File: src/rmbp_pkg.sv
// Shared types and constants for the RESP multibulk request parser.
// No dependencies.
package rmbp_pkg;

    localparam int COUNT_BITS     = 31;
    localparam int ARG_NUM_BITS   = 31;
    localparam int PROD_BITS      = COUNT_BITS + 4;
    localparam int QUEUE_DEPTH    = 4;
    localparam int QPTR_BITS      = $clog2(QUEUE_DEPTH);
    localparam int QCNT_BITS      = $clog2(QUEUE_DEPTH + 1);

    localparam logic [7:0] CH_STAR   = 8'h2A;
    localparam logic [7:0] CH_DOLLAR = 8'h24;
    localparam logic [7:0] CH_CR     = 8'h0D;
    localparam logic [7:0] CH_LF     = 8'h0A;
    localparam logic [7:0] CH_MINUS  = 8'h2D;
    localparam logic [7:0] CH_ZERO   = 8'h30;
    localparam logic [7:0] CH_NINE   = 8'h39;

    typedef enum logic [2:0] {
        CLS_STAR,
        CLS_DOLLAR,
        CLS_CR,
        CLS_LF,
        CLS_DIGIT,
        CLS_MINUS,
        CLS_OTHER
    } byte_class_t;

    typedef struct packed {
        byte_class_t cls;
        logic [3:0]  digit;
        logic [7:0]  raw;
    } token_t;

    typedef enum logic [2:0] {
        PH_STAR,
        PH_COUNT,
        PH_DOLLAR,
        PH_LEN,
        PH_PAYLOAD,
        PH_TERM
    } phase_t;

    typedef enum logic [1:0] {
        K_BYTE,
        K_END,
        K_EMPTY,
        K_ERR
    } kind_t;

    typedef enum logic [2:0] {
        ERR_NONE,
        ERR_NO_STAR,
        ERR_BAD_COUNT,
        ERR_NO_DOLLAR,
        ERR_BAD_LEN,
        ERR_BAD_TERM
    } err_code_t;

    typedef struct packed {
        kind_t                  kind;
        logic [7:0]             data;
        logic [COUNT_BITS-1:0]  idx;
        logic                   cend;
        err_code_t              err;
    } result_t;

endpackage

File: src/rmbp_front.sv
// Input stage: accepts raw bytes and classifies them into tokens for the queue.
// Depends on rmbp_pkg.
module rmbp_front (
    input  logic              in_valid,
    output logic              in_ready,
    input  logic [7:0]        in_byte,
    input  logic              q_full,
    output logic              push,
    output rmbp_pkg::token_t  token
);
    import rmbp_pkg::*;

    assign in_ready = !q_full;
    assign push     = in_valid && !q_full;

    always_comb
    begin
        token.raw   = in_byte;
        token.digit = 4'd0;
        priority if (in_byte >= CH_ZERO && in_byte <= CH_NINE)
        begin
            token.cls   = CLS_DIGIT;
            token.digit = 4'(in_byte - CH_ZERO);
        end
        else if (in_byte == CH_STAR)
            token.cls = CLS_STAR;
        else if (in_byte == CH_DOLLAR)
            token.cls = CLS_DOLLAR;
        else if (in_byte == CH_CR)
            token.cls = CLS_CR;
        else if (in_byte == CH_LF)
            token.cls = CLS_LF;
        else if (in_byte == CH_MINUS)
            token.cls = CLS_MINUS;
        else
            token.cls = CLS_OTHER;
    end

endmodule

File: src/rmbp_queue.sv
// Short token FIFO between the classifier and the parser.
// Depends on rmbp_pkg.
module rmbp_queue (
    input  logic              clk,
    input  logic              rst_n,
    input  logic              push,
    input  rmbp_pkg::token_t  push_token,
    output logic              full,
    input  logic              pop,
    output logic              q_valid,
    output rmbp_pkg::token_t  head
);
    import rmbp_pkg::*;

    token_t                mem [QUEUE_DEPTH];
    logic [QPTR_BITS-1:0]  wr_ptr_reg, wr_ptr_next;
    logic [QPTR_BITS-1:0]  rd_ptr_reg, rd_ptr_next;
    logic [QCNT_BITS-1:0]  count_reg, count_next;

    assign full    = (count_reg == QCNT_BITS'(QUEUE_DEPTH));
    assign q_valid = (count_reg != '0);
    assign head    = mem[rd_ptr_reg];

    always_comb
    begin
        wr_ptr_next = wr_ptr_reg;
        rd_ptr_next = rd_ptr_reg;
        count_next  = count_reg;
        if (push)
            wr_ptr_next = (wr_ptr_reg == QPTR_BITS'(QUEUE_DEPTH - 1)) ? '0
                                                                      : wr_ptr_reg + 1'b1;
        if (pop)
            rd_ptr_next = (rd_ptr_reg == QPTR_BITS'(QUEUE_DEPTH - 1)) ? '0
                                                                      : rd_ptr_reg + 1'b1;
        if (push && !pop)
            count_next = count_reg + 1'b1;
        else if (pop && !push)
            count_next = count_reg - 1'b1;
    end

    always_ff @(posedge clk)
    begin
        if (push)
            mem[wr_ptr_reg] <= push_token;
    end

    always_ff @(posedge clk or negedge rst_n)
    begin
        if (!rst_n)
        begin
            wr_ptr_reg <= '0;
            rd_ptr_reg <= '0;
            count_reg  <= '0;
        end
        else
        begin
            wr_ptr_reg <= wr_ptr_next;
            rd_ptr_reg <= rd_ptr_next;
            count_reg  <= count_next;
        end
    end

endmodule

File: src/rmbp_back.sv
// Parser: RESP phase machine, decimal line scanner, counters and result register.
// Depends on rmbp_pkg.
module rmbp_back (
    input  logic               clk,
    input  logic               rst_n,
    input  logic               q_valid,
    input  rmbp_pkg::token_t   head,
    output logic               pop,
    output logic               out_valid,
    input  logic               out_ready,
    output rmbp_pkg::result_t  res
);
    import rmbp_pkg::*;

    phase_t                 phase_reg, phase_next;
    logic [COUNT_BITS-1:0]  number_acc_reg, number_acc_next;
    logic                   number_negative_reg, number_negative_next;
    logic                   any_digit_seen_reg, any_digit_seen_next;
    logic                   digits_finished_reg, digits_finished_next;
    logic                   number_overflow_reg, number_overflow_next;
    logic                   cr_pending_reg, cr_pending_next;
    logic [COUNT_BITS-1:0]  args_total_reg, args_total_next;
    logic [COUNT_BITS-1:0]  arg_counter_reg, arg_counter_next;
    logic [COUNT_BITS-1:0]  bytes_left_reg, bytes_left_next;
    logic                   terminator_pos_reg, terminator_pos_next;
    logic                   out_valid_reg, out_valid_next;
    result_t                res_reg, res_next;

    logic                   step;
    logic                   line_done;
    logic                   number_ok;
    logic                   acc_zero;
    logic                   last_arg;
    logic                   last_byte;
    logic [COUNT_BITS:0]    arg_plus_one;
    logic [PROD_BITS-1:0]   acc_wide;
    logic [PROD_BITS-1:0]   prod;
    logic                   prod_over;
    logic                   scan_en;
    logic                   res_valid;
    result_t                res_comb;

    assign pop       = q_valid && (!out_valid_reg || out_ready);
    assign step      = pop;
    assign out_valid = out_valid_reg;
    assign res       = res_reg;

    assign line_done    = cr_pending_reg && (head.cls == CLS_LF);
    assign acc_zero     = (number_acc_reg == '0);
    assign number_ok    = any_digit_seen_reg && !number_overflow_reg &&
                          !(number_negative_reg && !acc_zero);
    assign arg_plus_one = (COUNT_BITS + 1)'(arg_counter_reg) + (COUNT_BITS + 1)'(1);
    assign last_arg     = (arg_plus_one >= (COUNT_BITS + 1)'(args_total_reg));
    assign last_byte    = (bytes_left_reg == COUNT_BITS'(1));
    assign acc_wide     = PROD_BITS'(number_acc_reg);
    assign prod         = (acc_wide << 3) + (acc_wide << 1) + PROD_BITS'(head.digit);
    assign prod_over    = |prod[PROD_BITS-1:COUNT_BITS];
    assign scan_en      = step && ((phase_reg == PH_COUNT) || (phase_reg == PH_LEN));

    // next phase
    always_comb
    begin
        phase_next = phase_reg;
        if (step)
        begin
            unique case (phase_reg)
                PH_COUNT:
                    if (line_done)
                        phase_next = (number_ok && !acc_zero) ? PH_DOLLAR : PH_STAR;
                PH_DOLLAR:
                    phase_next = (head.cls == CLS_DOLLAR) ? PH_LEN : PH_STAR;
                PH_LEN:
                    if (line_done)
                    begin
                        if (!number_ok)
                            phase_next = PH_STAR;
                        else
                            phase_next = acc_zero ? PH_TERM : PH_PAYLOAD;
                    end
                PH_PAYLOAD:
                    if (last_byte)
                        phase_next = PH_TERM;
                PH_TERM:
                    if (!terminator_pos_reg)
                        phase_next = (head.cls == CLS_CR) ? PH_TERM : PH_STAR;
                    else if (head.cls != CLS_LF || last_arg)
                        phase_next = PH_STAR;
                    else
                        phase_next = PH_DOLLAR;
                default:
                    phase_next = (head.cls == CLS_STAR) ? PH_COUNT : PH_STAR;
            endcase
        end
    end

    // result of the current beat
    always_comb
    begin
        res_valid     = 1'b0;
        res_comb.kind = K_ERR;
        res_comb.data = 8'd0;
        res_comb.idx  = arg_counter_reg;
        res_comb.cend = 1'b0;
        res_comb.err  = ERR_NONE;
        unique case (phase_reg)
            PH_COUNT:
                if (line_done)
                begin
                    res_comb.idx = '0;
                    if (!number_ok)
                    begin
                        res_valid    = 1'b1;
                        res_comb.err = ERR_BAD_COUNT;
                    end
                    else if (acc_zero)
                    begin
                        res_valid     = 1'b1;
                        res_comb.kind = K_EMPTY;
                        res_comb.cend = 1'b1;
                    end
                end
            PH_DOLLAR:
                if (head.cls != CLS_DOLLAR)
                begin
                    res_valid    = 1'b1;
                    res_comb.err = ERR_NO_DOLLAR;
                end
            PH_LEN:
                if (line_done && !number_ok)
                begin
                    res_valid    = 1'b1;
                    res_comb.err = ERR_BAD_LEN;
                end
            PH_PAYLOAD:
            begin
                res_valid     = 1'b1;
                res_comb.kind = K_BYTE;
                res_comb.data = head.raw;
            end
            PH_TERM:
                if (!terminator_pos_reg)
                begin
                    if (head.cls != CLS_CR)
                    begin
                        res_valid    = 1'b1;
                        res_comb.err = ERR_BAD_TERM;
                    end
                end
                else if (head.cls != CLS_LF)
                begin
                    res_valid    = 1'b1;
                    res_comb.err = ERR_BAD_TERM;
                end
                else
                begin
                    res_valid     = 1'b1;
                    res_comb.kind = K_END;
                    res_comb.cend = last_arg;
                end
            default:
                if (head.cls != CLS_STAR)
                begin
                    res_valid    = 1'b1;
                    res_comb.idx = '0;
                    res_comb.err = ERR_NO_STAR;
                end
        endcase
    end

    // scanner and counters
    always_comb
    begin
        number_acc_next      = number_acc_reg;
        number_negative_next = number_negative_reg;
        any_digit_seen_next  = any_digit_seen_reg;
        digits_finished_next = digits_finished_reg;
        number_overflow_next = number_overflow_reg;
        cr_pending_next      = cr_pending_reg;
        args_total_next      = args_total_reg;
        arg_counter_next     = arg_counter_reg;
        bytes_left_next      = bytes_left_reg;
        terminator_pos_next  = terminator_pos_reg;

        // a CR not followed by LF ends the digits
        if (scan_en)
        begin
            if (line_done)
                cr_pending_next = 1'b0;
            else if (cr_pending_reg)
            begin
                digits_finished_next = 1'b1;
                cr_pending_next      = (head.cls == CLS_CR);
            end
            else if (head.cls == CLS_CR)
                cr_pending_next = 1'b1;
            else if (!digits_finished_reg)
            begin
                if (head.cls == CLS_DIGIT)
                begin
                    any_digit_seen_next = 1'b1;
                    if (!number_overflow_reg)
                    begin
                        if (prod_over)
                            number_overflow_next = 1'b1;
                        else
                            number_acc_next = prod[COUNT_BITS-1:0];
                    end
                end
                else if (head.cls == CLS_MINUS && !any_digit_seen_reg &&
                         !number_negative_reg)
                    number_negative_next = 1'b1;
                else
                    digits_finished_next = 1'b1;
            end
        end

        if (step)
        begin
            unique case (phase_reg)
                PH_COUNT:
                    if (line_done && number_ok)
                    begin
                        args_total_next  = number_acc_reg;
                        arg_counter_next = '0;
                    end
                PH_DOLLAR:
                    if (head.cls == CLS_DOLLAR)
                    begin
                        number_acc_next      = '0;
                        number_negative_next = 1'b0;
                        any_digit_seen_next  = 1'b0;
                        digits_finished_next = 1'b0;
                        number_overflow_next = 1'b0;
                        cr_pending_next      = 1'b0;
                    end
                PH_LEN:
                    if (line_done && number_ok)
                    begin
                        bytes_left_next     = number_acc_reg;
                        terminator_pos_next = 1'b0;
                    end
                PH_PAYLOAD:
                begin
                    bytes_left_next = bytes_left_reg - COUNT_BITS'(1);
                    if (last_byte)
                        terminator_pos_next = 1'b0;
                end
                PH_TERM:
                    if (!terminator_pos_reg)
                    begin
                        if (head.cls == CLS_CR)
                            terminator_pos_next = 1'b1;
                    end
                    else if (head.cls == CLS_LF)
                    begin
                        terminator_pos_next = 1'b0;
                        if (!last_arg)
                            arg_counter_next = arg_plus_one[COUNT_BITS-1:0];
                    end
                default:
                    if (head.cls == CLS_STAR)
                    begin
                        number_acc_next      = '0;
                        number_negative_next = 1'b0;
                        any_digit_seen_next  = 1'b0;
                        digits_finished_next = 1'b0;
                        number_overflow_next = 1'b0;
                        cr_pending_next      = 1'b0;
                    end
            endcase
        end
    end

    // output register
    always_comb
    begin
        out_valid_next = out_valid_reg;
        res_next       = res_reg;
        if (step)
        begin
            out_valid_next = res_valid;
            if (res_valid)
                res_next = res_comb;
        end
        else if (out_ready)
            out_valid_next = 1'b0;
    end

    always_ff @(posedge clk)
    begin
        res_reg <= res_next;
    end

    always_ff @(posedge clk or negedge rst_n)
    begin
        if (!rst_n)
        begin
            phase_reg           <= PH_STAR;
            number_acc_reg      <= '0;
            number_negative_reg <= 1'b0;
            any_digit_seen_reg  <= 1'b0;
            digits_finished_reg <= 1'b0;
            number_overflow_reg <= 1'b0;
            cr_pending_reg      <= 1'b0;
            args_total_reg      <= '0;
            arg_counter_reg     <= '0;
            bytes_left_reg      <= '0;
            terminator_pos_reg  <= 1'b0;
            out_valid_reg       <= 1'b0;
        end
        else
        begin
            phase_reg           <= phase_next;
            number_acc_reg      <= number_acc_next;
            number_negative_reg <= number_negative_next;
            any_digit_seen_reg  <= any_digit_seen_next;
            digits_finished_reg <= digits_finished_next;
            number_overflow_reg <= number_overflow_next;
            cr_pending_reg      <= cr_pending_next;
            args_total_reg      <= args_total_next;
            arg_counter_reg     <= arg_counter_next;
            bytes_left_reg      <= bytes_left_next;
            terminator_pos_reg  <= terminator_pos_next;
            out_valid_reg       <= out_valid_next;
        end
    end

endmodule

File: src/resp_multibulk_command_parser.sv
// RESP2 multibulk request parser. Takes one request byte per cycle and
// sustains one byte per cycle while the result side keeps taking beats.
// Each byte is classified on entry, passes a 4-beat queue and is consumed
// by the parser one per cycle; a byte that yields a result is stored in the
// queue, then registered at the output when the parser consumes it. The
// parser is the pacing unit: it consumes a byte only when its output
// register is empty or being drained, so the queue absorbs short output
// stalls. No clearing pass after reset. Depends on rmbp_pkg, rmbp_front,
// rmbp_queue and rmbp_back.
module resp_multibulk_command_parser (
    input  logic         clk,
    input  logic         rst_n,
    input  logic         in_valid,
    output logic         in_ready,
    input  logic [7:0]   in_byte,
    output logic         out_valid,
    input  logic         out_ready,
    output logic [1:0]   kind,
    output logic [7:0]   data_byte,
    output logic [30:0]  arg_num,
    output logic         command_end,
    output logic [2:0]   error_code
);
    import rmbp_pkg::*;

    logic     q_full;
    logic     push;
    token_t   push_token;
    logic     pop;
    logic     q_valid;
    token_t   head;
    result_t  res;

    rmbp_front u_front (
        .in_valid (in_valid),
        .in_ready (in_ready),
        .in_byte  (in_byte),
        .q_full   (q_full),
        .push     (push),
        .token    (push_token)
    );

    rmbp_queue u_queue (
        .clk        (clk),
        .rst_n      (rst_n),
        .push       (push),
        .push_token (push_token),
        .full       (q_full),
        .pop        (pop),
        .q_valid    (q_valid),
        .head       (head)
    );

    rmbp_back u_back (
        .clk       (clk),
        .rst_n     (rst_n),
        .q_valid   (q_valid),
        .head      (head),
        .pop       (pop),
        .out_valid (out_valid),
        .out_ready (out_ready),
        .res       (res)
    );

    assign kind        = res.kind;
    assign data_byte   = res.data;
    assign arg_num     = ARG_NUM_BITS'(res.idx);
    assign command_end = res.cend;
    assign error_code  = res.err;

endmodule

File: config.mk
export PLATFORM = sky130hd
export DESIGN_NAME = resp_multibulk_command_parser
export DESIGN_NICKNAME = d
export VERILOG_FILES = /design/src/rmbp_pkg.sv /design/src/rmbp_front.sv /design/src/rmbp_queue.sv /design/src/rmbp_back.sv /design/src/resp_multibulk_command_parser.sv
export SDC_FILE = /design/constraint.sdc
export NUM_CORES = 1
export LEC_CHECK = 0
export BUFFER_PORTS_ARGS = -buffer_cell sky130_fd_sc_hd__clkbuf_2
export CAP_MARGIN = 20
export CORE_MARGIN = 4
export CORE_UTILIZATION = 60
export CTS_BUF_LIST = sky130_fd_sc_hd__clkbuf_4
export DETAILED_ROUTE_END_ITERATION = 6
export PLACE_DENSITY = 0.82
export SETUP_SLACK_MARGIN = 0.3
export SYNTH_ARGS = -nofsm -noshare
export SYNTH_HDL_FRONTEND = slang
export SYNTH_HIERARCHICAL = 1
export SYNTH_SLANG_ARGS = --single-unit
File: constraint.sdc
create_clock -name clk -period 8.11 [get_ports clk]
set_input_delay 1.622 -clock clk [delete_from_list [all_inputs] [get_ports clk]]
set_output_delay 1.622 -clock clk [all_outputs]
set_load 0.02 [all_outputs]
Yosys cells after proc, flatten, opt, wreduce, memory -nomap -nowiden
Memory sizes are Yosys's and may differ from the RTL's.
Index checks and enable logic that the tools add are counted.
- register bits after elaboration: 186
- bits in latches: 0
- memory bits (writable): 60
- bits in read-only memories: 0
- output and inout port bits: 47
- word-level logic and storage cells: 242
- memories kept: 1
- add/subtract/negate cells: 9
- multiply operators: 0
- divide/modulo/power cells: 0
- $lt $le $gt $ge: 3
- equal/unequal tests: 30
- shift operators: 0
- mux-type cells: 133
- bitwise operators: 0
- reduce and logical (&&, ||, !) cells: 46
- memories (memory ; words ; bits a word ; rd ports ; clocked after memory_dff ; wr ports ; RTL line ; RTL):
    u_queue.mem ; 4 ; 15 ; 1 ; 0 ; 1 ; rmbp_queue.sv:15 ; token_t mem [QUEUE_DEPTH];
- operator list (cell ; number):
    $mux W31 ; 17
    $pmux W31 S2 ; 4
    $mux W1 ; 70
    $mux W3 ; 17
    $add A34 B32 Y35 ; 1
    $add A35 B4 Y35 ; 1
    $mux W35 ; 1
    $add A31 B1 Y32 const B ; 1
    $ge A32 B31 Y1 ; 1
    $eq A31 B1 Y1 const B ; 1
    $logic_not A31 Y1 ; 1
    $sub A31 B1 Y31 const B ; 1
    $pmux W3 S5 ; 2
    $eq A8 B6 Y1 const B ; 3
    $mux W2 ; 12
    $eq A8 B4 Y1 const B ; 2
    $eq A3 B3 Y1 const B ; 5
    $logic_and A1 B1 Y1 ; 15
    $eq A3 B2 Y1 const B ; 4
    $pmux W1 S2 ; 6
    $reduce_or A4 Y1 ; 3
    $logic_not A1 Y1 ; 10
    $ne A2 B1 Y1 const B ; 5
    $reduce_bool A3 Y1 ; 3
    other kinds (22) ; 35

Logic depth before layout (Yosys ltp)
- depth in word-level cells: 14
- mapped depth: 18
- mapped depth without buffers: 17

Modules after synthesis
Netlist, hierarchy kept.
- modules (own cells, without submodules) (module ; instances ; cells an instance ; area each (µm²)):
    rmbp_back ; 1 ; 1288 ; 11753.8
    rmbp_queue ; 1 ; 116 ; 2620.0
    rmbp_front ; 1 ; 35 ; 254.0

Worst setup path before layout
Ideal clock, no wire load.
- kind: flip-flop to flip-flop
- start: register u_back.arg_counter_reg[0]
- end: register u_back.arg_counter_reg[27]
- setup time: 0.082 ns
- arrival time: 4.152 ns
- setup slack: 3.876 ns
- cell stages (with the launch flop): 19
- path buffers: 1
- cells stage by stage: dfrtp_1 -> ha_1 -> nand3_1 -> nor3_2 -> nand2_1 -> nor4b_2 -> and3_1 -> and3_1 -> and3_1 -> xor2_1 -> ha_1 -> and4_1 -> nand4_1 -> nor2_1 -> a311o_1 -> nor4_2 -> clkbuf_1 -> a31oi_1 -> a31oi_1
- word-level cells in the longest chain between the ends: 5
- elaborated cells between the ends (all ways): 8
- ends and longest elaborated chain (item ; RTL line ; RTL):
    start: declaration ; rmbp_back.sv:23 ; logic [COUNT_BITS-1:0] arg_counter_reg, arg_counter_next;
    start signal: assignment ; rmbp_back.sv:321 ; arg_counter_reg <= arg_counter_next;
    $add A31 B1 Y32 (*) ; rmbp_back.sv:52 ; assign arg_plus_one = (COUNT_BITS + 1)'(arg_counter_reg) + (COUNT_BITS + 1)'(1);
    branches (longest 4 deep; another with $ge A32 B31 Y1) ; n/a ;
Every way passes the cells marked *. The select of a mux whose other input is x is not followed.
A chain may end at the register's enable or synchronous reset.

Final worst setup path
- start: register u_back.arg_counter_reg[0]
- end: register u_back.arg_counter_reg[16]
Same word-level chain as after synthesis.

==> summary.txt <==
Setup path
  – Number of buffer and inverter instances along the worst setup path: 1
  – Nature of the critical path startpoint: flop
  – Reg2Reg Launch Point: u_back/arg_counter_reg[0]
  – Endpoint arrival time on the critical path: roughly 5.9 ns
  – Top fanout value on the critical path: 15
  – Kind of cell adding the most delay to the critical path: simple AND/OR/NAND/NOR gates
  – Kind of capture point of the worst setup path: flop
  – Slowest-stage cell, CP: sky130_fd_sc_hd__or3_1
  – CP Cell Sequence: ha_1 -> nand3_1 -> nor3_2 -> nand2_1 -> nor4b_2 -> and3_1 -> and3_1 -> and3_1 -> xor2_1 -> ha_1 -> and4_1 -> nand4_1 -> nor2_1 -> a311o_1 -> or3_1 -> o21ai_1 -> buf_4 -> o21ai_0
  – Slowest Stage Delay on Critical Path: between 0.4 and 0.5 ns
  – Required time at the worst-slack endpoint: 8.67 ns
  – CP startpoint: u_back/arg_counter_reg[0]
  – Start-to-end type of the worst setup path: flop to flop
  – CP dominant cell by count: sky130_fd_sc_hd__and3_1

Floorplan
  – Floorplan die height: roughly 160 um
  – Count of standard-cell rows: between 50 and 60
  – Core box area: roughly 24000 um^2
  – Number of top-level pins: about 60
  – Die Outline Area: approximately 27000 um^2
  – Initial core utilization: around three fifths
  – Die width: between 150 and 200 um

Final layout
  – Fraction of final layout cells with drive strength greater than 1: roughly 15%
  – Final instance count without filler cells: ~1.9k
  – Number of flip-flops in the largest register: 60
  – Finished Cell Area: 15900 um^2
  – Most frequent standard cell in the layout excluding fill and tap cells: sky130_fd_sc_hd__a21oi_1
  – Final net count: between 1.5k and 2k
  – Final core occ: about two thirds
  – Leading cell types in the layout, fill and taps excluded: sky130_fd_sc_hd__a21oi_1 (143), sky130_fd_sc_hd__dfrtp_1 (141), sky130_fd_sc_hd__edfxtp_1 (105)
  – Area delta synth->final: 8.96%

STA
  – Max Slew Vio Count: 0
  – RSZ-0062 raised after global routing: no
  – Fin Clk Skew: roughly 0.020 ns
  – Final hold violation count: 0
  – Final setup violation count: 0
  – Timing-limited maximum frequency: approximately 190 MHz
  – Transition at the pin with the smallest max-transition slack: 0.918 ns
  – Clock period minus final worst setup slack: between 5 and 6 ns
  – Worst rel slew slack: 38.8%
  – Setup TNS after final layout: 0 ns
  – Part of the cycle the worst path needs: between 60% and 70%

Clock tree
  – Clock sink count: ~250
  – CTS-repair resized insts: 0
  – Total CTS buffers: between 60 and 70
  – Clock tree from TritonCTS: built
  – Hold-fix buffers, CTS: 0
  – Maximum root-to-sink buffer count: 3
  – CTS HTree Levels: 2
  – Clock latency on the worst-skew pair: ~0.70 ns
  – Setup repair bufs after CTS: 0
  – Clock input transition at the sequential cells of the worst setup and hold paths: approximately 0.07 ns
  – Clock Root Buffer: sky130_fd_sc_hd__clkbuf_4

Global route
  – Number of antenna violations at the first check in global routing: 1
  – Aggregate global-route resource usage: approximately 26%
  – Residual overflow from global routing: 0
  – Largest net degree at the start of global routing: 80
  – Vias in the first global route: about 11k
  – First-pass GRT wire length: between 50000 and 60000 um

Worst hold path
  – Launch instance of the worst min-delay path: u_queue/count_reg[2]
  – Hold Path Class: flop to flop

Synth
  – Synth warnings: 6
  – Syn Nets: approximately 1.6k
  – Number of distinct library cells after synthesis: 86
  – Mean post-synth cell area: 10.2 um^2
  – Synthesized flop and latch total: about 250
  – Async SR Flop Fraction: between 50 and 60%
  – Cell area after technology mapping: around 15000 um^2
  – Number of instances in the synthesized netlist: approximately 1.4k
  – Count of flip-flops with a built-in enable after synthesis: around 110
  – Portion of the post-synthesis area used by sequential elements: 45.7%
  – Commonest register cell after synthesis: sky130_fd_sc_hd__dfrtp_1

Power
  – Cell Pwr Density: between 200 and 250 nW/um^2
  – Lkg Pwr: between 0.006 and 0.007 uW
  – Worst vdd rail ir drop: 213 uV

Placement
  – Placed cell area: approximately 15000 um^2
  – Port Buffers: between 50 and 60
  – Number of placed instances, taps included: about 1.7k
  – Hpwl dp: 24300 um
  – Final RePlAce weighted congestion: about 0.93

Run
  – Max cap viols: 0

Detailed routing
  – Count of TritonRoute iterations in the first routing pass: 5
  – Number of vias per cell: 6.35
  – Total DRC errors in the routed layout: 0
  – Routed length per instance: between 15 and 20 um
  – Total vias in the final route: ~12k
  – Post-route antenna net violation count: 0
  – Number of DRC violations after detailed-routing iteration 0: roughly 1.1k
  – Total wire length after detailed routing: roughly 35000 um

Outcome
  – Result of the run: finished, final reports clean
-- layout make-up --
class	count	area, um^2
clock buffer	91	683
timing repair buffer	72	462
sequential	246	6680
fill	1828	7810
antenna	1	2.50
multi-input combinational	1036	7300
tap	319	399
clock inverter	21	115
inverter	79	297
-- cell usage after synthesis, types with 7 or more instances --
library cell,instances,share of area [%]
sky130_fd_sc_hd__o21ai_0,97,3.3
sky130_fd_sc_hd__a21o_1,21,1.1
sky130_fd_sc_hd__a22oi_1,8,0.41
sky130_fd_sc_hd__mux4_1,7,1.3
sky130_fd_sc_hd__nor3_1,34,1.2
sky130_fd_sc_hd__dfrtp_1,141,24
sky130_fd_sc_hd__and3_1,19,0.81
sky130_fd_sc_hd__o21ai_1,14,0.48
sky130_fd_sc_hd__o21a_1,21,1.1
sky130_fd_sc_hd__and2_1,43,1.8
sky130_fd_sc_hd__clkbuf_1,52,1.3
sky130_fd_sc_hd__inv_1,78,2.0
sky130_fd_sc_hd__edfxtp_1,105,22
sky130_fd_sc_hd__nand4_1,42,1.8
sky130_fd_sc_hd__mux4_2,8,1.2
sky130_fd_sc_hd__nand2_1,78,2.0
sky130_fd_sc_hd__buf_2,11,0.38
sky130_fd_sc_hd__nor2_1,84,2.2
sky130_fd_sc_hd__a21oi_1,143,4.9
sky130_fd_sc_hd__ha_1,102,8.7
sky130_fd_sc_hd__nand3b_1,12,0.62
sky130_fd_sc_hd__mux2_2,34,2.6
sky130_fd_sc_hd__or3_1,9,0.38
sky130_fd_sc_hd__a31oi_1,17,0.73
sky130_fd_sc_hd__nor2b_1,10,0.43
sky130_fd_sc_hd__nand3_1,46,1.6
sky130_fd_sc_hd__xor2_1,17,1.0
sky130_fd_sc_hd__xnor2_1,36,2.2
sky130_fd_sc_hd__nor4_1,12,0.51
sky130_fd_sc_hd__buf_4,9,0.46
-- power by group --
| part | total, uW | switching (uW) | internal (uW) |
|---|---|---|---|
| combinational | 984 | 652 | 333 |
| sequential | 1700 | 130 | 1570 |
| clock | 1050 | 506 | 545 |
-- cells by family after synthesis --
kind of cell	count (synthesis)	share of synthesized area, %
mux	51	5.25
flops	246	45.7
simple gates	433	15.9
xor+xnor	53	3.17
buf+inv	157	4.57
compound gates	394	16.3
fa+ha+maj	105	9.14
-- path summary, 6_finish.rpt --
check                                             end  slack, ns  cells after the start
min                              u_queue/count_reg[2]       0.48                      1
max                        u_back/arg_counter_reg[16]       2.73                     18
min reg2reg                      u_queue/count_reg[2]       0.48                      1
max reg2reg                u_back/arg_counter_reg[16]       2.73                     18
min in group asynchronous   u_back/number_acc_reg[14]       0.89                      1
max in group asynchronous    u_back/args_total_reg[5]       6.09                      3
-- routing by layer --
layer / vias up / track usage, % / wire [um]
met5: - / 0 / 0
met1: 5708 / 34.7 / 14400
met3: 102 / 4.17 / 2550
met2: 546 / 42.5 / 17200
li1: 5479 / - / -
met4: 0 / 10.7 / 1210
-- per-stage QoR --
stage                     hold slack, ns  total power (uW)  worst slack, ns
after global routing               0.514              3950             2.47
after CTS                          0.485              3740             2.75
final                              0.484              3730             2.73
after detailed placement           0.474              2690             2.80
after floorplan                    0.449              2400             3.88
after global placement             0.467              2650             2.87
-- worst reg2reg max path: cells and delay by family, from the launching register on --
kind | cells | cell delay (ns)
AOI/OAI and AO/OA | 3 | 0.93
xor gates and xnor gates | 1 | 0.17
adders and majority gates | 2 | 0.49
buffers and inverters | 1 | 0.31
DFF | 1 | 0.43
and+or+nand+nor | 11 | 2.93
Note: power is estimated with default switching activity, not from simulation.
